[src/rtl/core/pkst_pkg.sv]
`default_nettype none

package pkst_pkg;

   localparam int PEER_ENTRIES_DEFAULT = 64;
   localparam int MAX_SEQUENCE = 8;
   localparam int POS_W = 4;
   localparam int CSR_DATA_W = 64;
   localparam int CSR_INDEX_W = 3;

   localparam logic [7:0] PROTO_TCP = 8'd6;
   localparam logic [7:0] PROTO_UDP = 8'd17;

   typedef enum logic [CSR_INDEX_W-1:0] {
      CSR_MODE_FLAGS       = 3'd0,
      CSR_SEQUENCE_LENGTH  = 3'd1,
      CSR_TIME_LIMIT       = 3'd2,
      CSR_PORTS_FIRST_FOUR = 3'd3,
      CSR_PORTS_LAST_FOUR  = 3'd4
   } csr_index_type;

   typedef enum logic [2:0] {
      OC_UNTRACKED   = 3'd0,
      OC_KNOCK_OK    = 3'd1,
      OC_KNOCK_WRONG = 3'd2,
      OC_ALLOWED     = 3'd3,
      OC_EXPIRED     = 3'd4,
      OC_TABLE_FULL  = 3'd5,
      OC_NOT_TCP_UDP = 3'd6
   } outcome_type;

   localparam int MODE_RECORD = 0;
   localparam int MODE_CHECK  = 1;
   localparam int MODE_TIMED  = 2;

   typedef struct packed {
      logic [31:0] source_address;
      logic [7:0]  ip_protocol;
      logic [15:0] destination_port;
      logic [31:0] now_seconds;
   } req_type;

   typedef struct packed {
      logic       accept;
      logic [2:0] outcome;
   } rsp_type;

   typedef struct packed {
      logic             valid;
      logic [31:0]      address;
      logic             allowed;
      logic [POS_W-1:0] next_position;
      logic [31:0]      last_time;
   } entry_type;

   typedef struct packed {
      logic clear_en;
      logic load;
      logic read_en;
      logic commit;
   } ctrl_cmd_type;

   typedef struct packed {
      logic idx_last;
      logic proto_ok;
   } dp_status_type;

   // Clamp the programmed length into 1..MAX_SEQUENCE.
   function automatic logic [POS_W-1:0] clamp_length(input logic [POS_W-1:0] raw);
      logic [POS_W-1:0] len;
      len = raw;
      if (raw == '0) begin
         len = POS_W'(1);
      end else if (raw > POS_W'(MAX_SEQUENCE)) begin
         len = POS_W'(MAX_SEQUENCE);
      end
      return len;
   endfunction

   function automatic logic [15:0] seq_port(input logic [63:0] first_four,
                                            input logic [63:0] last_four,
                                            input logic [2:0]  idx);
      logic [63:0] word;
      word = idx[2] ? last_four : first_four;
      return word[{idx[1:0], 4'b0000} +: 16];
   endfunction

endpackage

`default_nettype wire

[src/rtl/core/pkst_ctrl.sv]
`default_nettype none

module pkst_ctrl (
   input  wire logic                    clock,
   input  wire logic                    reset,
   input  wire logic                    req_valid,
   output logic                         req_ready,
   output logic                         rsp_valid,
   input  wire logic                    rsp_ready,
   input  wire pkst_pkg::dp_status_type status,
   output pkst_pkg::ctrl_cmd_type       cmd
);

   import pkst_pkg::*;

   typedef enum logic [4:0] {
      ST_CLEAR  = 5'b00001,
      ST_IDLE   = 5'b00010,
      ST_SCAN   = 5'b00100,
      ST_DRAIN  = 5'b01000,
      ST_DECIDE = 5'b10000
   } state_type;

   state_type state_ff, state_in;
   logic      rsp_valid_ff, rsp_valid_in;
   logic      out_busy;

   assign out_busy  = rsp_valid_ff && !rsp_ready;
   assign req_ready = (state_ff == ST_IDLE);
   assign rsp_valid = rsp_valid_ff;

   always_comb begin
      state_in = state_ff;
      cmd      = '0;
      case (state_ff)
         ST_CLEAR: begin
            cmd.clear_en = 1'b1;
            if (status.idx_last) begin
               state_in = ST_IDLE;
            end
         end
         ST_IDLE: begin
            if (req_valid) begin
               cmd.load = 1'b1;
               state_in = ST_SCAN;
            end
         end
         ST_SCAN: begin
            // skip the table walk for anything but TCP or UDP
            if (status.proto_ok) begin
               cmd.read_en = 1'b1;
               if (status.idx_last) begin
                  state_in = ST_DRAIN;
               end
            end else begin
               state_in = ST_DECIDE;
            end
         end
         ST_DRAIN: begin
            state_in = ST_DECIDE;
         end
         ST_DECIDE: begin
            // hold until the output register frees up
            if (!out_busy) begin
               cmd.commit = 1'b1;
               state_in   = ST_IDLE;
            end
         end
         default: begin
            state_in = ST_CLEAR;
         end
      endcase
   end

   always_comb begin
      rsp_valid_in = rsp_valid_ff;
      if (cmd.commit) begin
         rsp_valid_in = 1'b1;
      end else if (rsp_valid_ff && rsp_ready) begin
         rsp_valid_in = 1'b0;
      end
   end

   always_ff @(posedge clock) begin
      if (reset) begin
         state_ff     <= ST_CLEAR;
         rsp_valid_ff <= 1'b0;
      end else begin
         state_ff     <= state_in;
         rsp_valid_ff <= rsp_valid_in;
      end
   end

endmodule

`default_nettype wire

[config.mk]
export PLATFORM = sky130hd
export DESIGN_NAME = pkst_ctrl
export DESIGN_NICKNAME = d
export VERILOG_FILES = /design/src/rtl/core/pkst_pkg.sv /design/src/rtl/core/pkst_ctrl.sv
export SDC_FILE = /design/constraint.sdc
export NUM_CORES = 1
export LEC_CHECK = 0
export ABC_AREA = 1
export BUFFER_PORTS_ARGS = -buffer_cell sky130_fd_sc_hd__buf_4
export CAP_MARGIN = 20
export CORE_AREA = 2 2 39 41
export DETAILED_ROUTE_END_ITERATION = 8
export DIE_AREA = 0 0 41 43
export GPL_ROUTABILITY_DRIVEN = 0
export PLACE_DENSITY = 0.6
export SETUP_SLACK_MARGIN = 0.5
export SLEW_MARGIN = 0
export SYNTH_ARGS = -nofsm -noshare
export SYNTH_HDL_FRONTEND = slang
export SYNTH_SLANG_ARGS = --single-unit
export TNS_END_PERCENT = 1
[constraint.sdc]
create_clock -name clock -period 1.2 [get_ports clock]
set_clock_uncertainty 0.1 [all_clocks]
set_input_delay 0.24 -clock clock [delete_from_list [all_inputs] [get_ports clock]]
set_output_delay 0.24 -clock clock [all_outputs]
set_load 0.02 [all_outputs]
==> results of run 1 <==
[cell usage in the layout, fill, tap and decap left out, drive strengths merged]
cell type / count
nand4: 4
nor2: 16
o21ai: 2
buf: 31
nand2: 8
inv: 13
clkbuf: 3
o21a: 2
nand3: 5
a21oi: 1
dfxtp: 6
[cell type report]
cell class,count,share of cell area
Multi-Input combinational cell,38,0.378
Timing Repair Buffer,31,0.326
Sequential cell,6,0.172
Inverter,13,0.0697
Clock buffer,3,0.0292
Tap cell,16,0.0259
[through the flow]
stage / instances / util / hold slack (ns) / worst slack [ns]
CTS: 102 / 0.487 / 0.0394 / -0.317
finish: 107 / 0.558 / 0.0434 / -0.313
global placement: 94 / 0.415 / 0.316 / -0.0676
floorplan: 59 / - / 0.209 / -0.0236
detailed placement: 94 / 0.415 / 0.317 / -0.0680
global route: 107 / 0.558 / 0.0535 / -0.356
[flip-flops by register name (all words and copies together), names as in the netlist]
name,flops
state_ff,5
rsp_valid,1
[critical path, cell delays in order, from the launching register on]
cell and delay (ns):
dfxtp_4 0.37, inv_4 0.08, nand2_4 0.05, nor2_4 0.11, nand2_2 0.09, nor2_4 0.10, buf_6 0.12
[report_power, final]
part | switching (mW) | leakage (nW) | internal (mW) | total [mW]
Sequential | 0.0500 | 0.0516 | 0.237 | 0.287
Clock | 0.0807 | 0.0138 | 0.114 | 0.194
Combinational | 0.237 | 0.312 | 0.205 | 0.442
[worst min-delay path by stage]
stage,from,slack [ns],endpoint
floorplan,reset,0.21,state_ff[2]$_SDFFE_PP0P_
global placement,reset,0.32,state_ff[2]$_SDFFE_PP0P_
detailed placement,reset,0.32,state_ff[2]$_SDFFE_PP0P_
CTS,reset,0.04,state_ff[2]$_SDFFE_PP0P_
global route,reset,0.05,state_ff[2]$_SDFFE_PP0P_
finish,reset,0.04,state_ff[2]$_SDFFE_PP0P_
[routing by layer]
metal  part of all wire  track usage
met4              0.044        0.120
met2               0.54        0.213
met3              0.035       0.0157
met1               0.39        0.177
met5                  0            0
[timing repair]
| action | 4_1_cts | 5_1_grt |
|---|---|---|
| resized for setup | 15 | 16 |
| setup buffers | 5 | 5 |
| setup endpoints to repair | 12 | 12 |
| pin swaps | 6 | 10 |
[logic make-up (layout without fill, tap and decap cells)]
group	count (synthesis)	after routing	share of synthesized area
buf+inv	15	47	0.156
simple gates	33	33	0.475
compound gates	5	5	0.0736
flops	6	6	0.294
[Yosys cell counts]
cell     instances
inv_1           10
nor2_1           7
nor2_2           7
dfxtp_1          6
nand2_1          6
inv_2            3
nand3_1          3
nand4_1          3
buf_4            2
nand2_2          2
nand3_2          2
nor2_4           2
o21a_1           2
o21ai_1          2
a21oi_1          1
nand4_2          1
==> metrics.md, run 1 <==
| Metric | Value |
|---|---|
| Post-route ant nets | 0 |
| Final #Nets | 99 |
| Tmin final | 1.51 ns |
| Netlist cell types | 16 |
| Synth area leaders | dfxtp_1, nor2_2, inv_1 |
| Lkg Pwr | 0.377 nW |
| CP Max Fanout | 3 |
| Total Power | 0.923 mW |
| CTS Buf Count | 3 |
| Final setup TNS | -2.31 ns |
| F_max | about 660 MHz |
| Setup crit end kind | output pin |
| Data arrival, critical path | 1.17 ns |
| Syn nets | 65 |
| Status | finished, violations left |
| Worst R2R Setup Slack | -0.24 ns |
| Clock Path Buffers | 2 |
| CTS tree | yes |
| Hold crit path type | primary input to register |
| Die Ht | roughly 43 µm |
| Critical path class | register to output pin |
| Hold_buf cts | 0 |
| DP Wirelength | 712 µm |
| Rows | 14 |
| CP startpoint kind | register |
| Sequential cell area | around 130 µm² |
| H-Tree Depth | 1 |
| RSZ-0062 raised after global routing | yes |
| Worst vdd ir | 0.000559 V |
| Pins Over Slew Limit | 0 |
| Layout area overhead | 89.3% |
| Die ar. | 1760 µm² |
| Period Utilization, post-route | 1.26 |
| RR Endpoint | state_ff[4]$_SDFFE_PP0P_ |
| R2R cell count | 10 |
| Dpl cell area | 574 µm² |
| DRC | 0 |
| IO Pins | 12 |
| Vias in the first global route | 445 |
| Synth Warn # | 0 |
| Fin worst setup slack | -0.313 ns |
| CP startpoint | state_ff[0]$_SDFFE_PP1P_ |
| Yosys top cell by area | dfxtp_1 |
| Finished Cell Area | 772 µm² |
| Yosys top cell area share | 0.294 |
| Crit path to | cmd[1] |
| Syn Inst Count | 59 |
| First-pass GRT wire length | around 1.7 mm |
| Clock Root Buffer | clkbuf_4 |
| ANT cells | 0 |
| Total clock sinks | 6 |
| Synth Register Bits | 6 |
| Initial DRT Pass Iterations | 2 |
| Largest net degree at the start of global routing | 6 |
| Hold Crit Depth | 2 |
| Avg Inst Size Synth | 6.91 µm² |
| Initial Util | 0.295 |
| Max-cap violation count | 0 |
| Grt total ovfl | 0 |
| Vias/cell | 4.56 |
| Buffers added on ports | 11 |
| Initial antenna violation count | 0 |
| Clk_lat worst skew | 0.25 ns |
| Final setup viols | 11 |
| Via count | between 400 and 500 |
| Routed len/inst | 11.2 µm |
| Reg-to-reg startpoint | state_ff[0]$_SDFFE_PP1P_ |
| Final hold vios | 0 |
| Multi-input logic area | between 200 and 300 µm² |
| Failing checks | setup timing |
| Area of the core | about 1400 µm² |
| Power density over the cells | between 1000 and 1500 nW/µm² |
| Iteration-0 DRC count of the detailed router | 2 |
| GRT Total Usage | 0.145 |
| Chip width | 41 µm |
| Mapped Area | slightly above 400 µm² |
| Fillers | 126 |
| Post-Route WL | 1.20 mm |
| Slew headroom | 0.887 |
| Post-synthesis sequential area ratio | 0.294 |
| Slew @ Worst Pin | 0.169 ns |
| CP required | between 0.8 and 0.9 ns |
| Proportion of layout cells with a drive suffix above 1 | 0.736 |
| Reg clk slew, reported paths | about 0.050 ns |
No activity file was read; power rests on OpenSTA's default activity.
==> inputs of run 2 (changes only) <==
--- a/config.mk
+++ b/config.mk
@@ -13,7 +13,7 @@
 export DIE_AREA = 0 0 41 43
 export GPL_ROUTABILITY_DRIVEN = 0
 export PLACE_DENSITY = 0.6
-export SETUP_SLACK_MARGIN = 0.5
+export SETUP_SLACK_MARGIN = 0.05
 export SLEW_MARGIN = 0
 export SYNTH_ARGS = -nofsm -noshare
 export SYNTH_HDL_FRONTEND = slang
==> metrics.md, run 2 (synthesis results as in run 1) <==
| Metric | Value |
|---|---|
| Status | finished, violations left |
| Failing checks | setup timing |
| Critical path class | register to output pin |
| Hold Crit Depth | 2 |
| Initial antenna violation count | 0 |
| CP Max Fanout | 3 |
| Crit-path cells | inv_4 > nand2_4 > nor2_4 > nand2_2 > nor2_4 > buf_6 |
| Iteration-0 DRC count of the detailed router | 2 |
| Initial Util | 0.295 |
| R2R cell count | 10 |
| Rows | 14 |
| Final hold vios | 0 |
| Hold wc startpoint | reset |
| Fin worst setup slack | -0.313 ns |
| Most frequent cells in the layout | buf_4, inv_1, nor2_4 |
| Clk_lat worst skew | 0.25 ns |
| Setup crit end kind | output pin |
| Leading cell type in the layout, fill and taps excluded | buf_4 |
| CTS tree | yes |
| Final #Nets | between 90 and 100 |
| Max-cap violation count | 0 |
| First-pass GRT wire length | 1.68 mm |
| IO Pins | 12 |
| Data arrival, critical path | between 1 and 1.5 ns |
| CTS Buf Count | 3 |
| Slew headroom | 0.888 |
| Final setup viols | 11 |
| Chip width | 41 µm |
| Period Utilization, post-route | 1.26 |
| Hold Path Sink | state_ff[2]$_SDFFE_PP0P_ |
| Total clock sinks | 6 |
| Post-Route WL | 1.18 mm |
| Worst R2R Setup Slack | -0.24 ns |
| Vias in the first global route | 436 |
| Hold WS | 0.0434 ns |
| Hold crit path type | primary input to register |
| CP startpoint kind | register |
| Worst vdd ir | ~0.00056 V |
| RR Endpoint | state_ff[4]$_SDFFE_PP0P_ |
| Slowest Stage Delay on Critical Path | 0.37 ns |
| Lkg Pwr | about 0.38 nW |
| DP Wirelength | 712 µm |
| Hold_buf cts | 0 |
| Grt total ovfl | 0 |
| ANT cells | 0 |
| Buffers added on ports | 11 |
| CP startpoint | state_ff[0]$_SDFFE_PP1P_ |
| F_max | roughly 660 MHz |
| Area of the core | 1380 µm² |
| Fillers | 128 |
| Finished Core Util | 0.555 |
| CP delay by family, top | flip-flops |
| Clock Root Buffer | clkbuf_4 |
| RSZ-0062 raised after global routing | yes |
| Reg-to-reg startpoint | state_ff[0]$_SDFFE_PP1P_ |
| Reg clk slew, reported paths | 0.05 ns |
| Critical Path Slowest Stage Cell | dfxtp_4 |
| Post-route ant nets | 0 |
| DRC | 0 |
| Top cell by count, worst path | nor2_4 |
| Largest register FFs | 5 |
| Dpl cell area | around 570 µm² |
| Power density over the cells | 1200 nW/µm² |
| Routed len/inst | 11.0 µm |
| Die Ht | around 43 µm |
| H-Tree Depth | 1 |
| CP required | 0.86 ns |
| Largest net degree at the start of global routing | 6 |
| Finished Cell Area | 768 µm² |
| GRT Total Usage | 0.144 |
| Vias/cell | 4.52 |
| Pins Over Slew Limit | 0 |
| Clock Path Buffers | 2 |
| Die ar. | 1760 µm² |
| Crit path depth | 6 |
| Tmin final | 1.51 ns |
| Slew @ Worst Pin | 0.168 ns |
| Proportion of layout cells with a drive suffix above 1 | 0.736 |
| Layout area overhead | 88.3% |
| WP buf/inv | 2 |
| Via count | 484 |
| Initial DRT Pass Iterations | 2 |
| Most flops, register | state_ff |
[run 2: how the worst max path moves through the flow]
stage | end
after floorplan | cmd[1]
after global placement | cmd[0]
after detailed placement | cmd[1]
after CTS | cmd[1]
after global routing | cmd[1]
final | cmd[1]
[run 2: cell type report]
cell class / instances / area (µm²) / area share
Timing Repair Buffer: 31 / 248 / 0.322
Clock buffer: 3 / 22.5 / 0.0293
Inverter: 13 / 53.8 / 0.0700
Sequential cell: 6 / 133 / 0.173
Multi-Input combinational cell: 38 / 292 / 0.379
Tap cell: 16 / 20.0 / 0.0261
[run 2: what timing repair did]
action                     in CTS  in global routing
gates resized for setup        14                 16
buffers inserted                5                  5
setup endpoints to repair      10                 11
hold endpoints to repair        0                  0
pin swaps                       6                 10
[run 2: metrics by stage]
| stage | std cells | setup TNS [ns] | worst slack, ns | power [mW] |
|---|---|---|---|---|
| 2_1_floorplan | 59 | -0.0236 | -0.0236 | 0.474 |
| 3_3_place_gp | 94 | -0.232 | -0.0676 | 0.585 |
| 3_5_place_dp | 94 | -0.257 | -0.0680 | 0.585 |
| 4_1_cts | 102 | -1.88 | -0.317 | 0.814 |
| 5_1_grt | 107 | -2.92 | -0.356 | 0.977 |
| 6_report | 107 | -2.29 | -0.313 | 0.923 |
[run 2: layer usage]
metal	GRT usage	vias up	wire length, µm
li1	-	248	-
met1	0.180	215	460
met2	0.206	14	625
met3	0.0157	7	42
met4	0.120	0	53
met5	0	-	0
[run 2: report_power, final]
part | switching (mW) | total [mW] | internal, mW | leakage [nW]
sequential | 0.0500 | 0.287 | 0.237 | 0.0516
combinational | 0.236 | 0.442 | 0.205 | 0.311
clock | 0.0807 | 0.194 | 0.114 | 0.0138
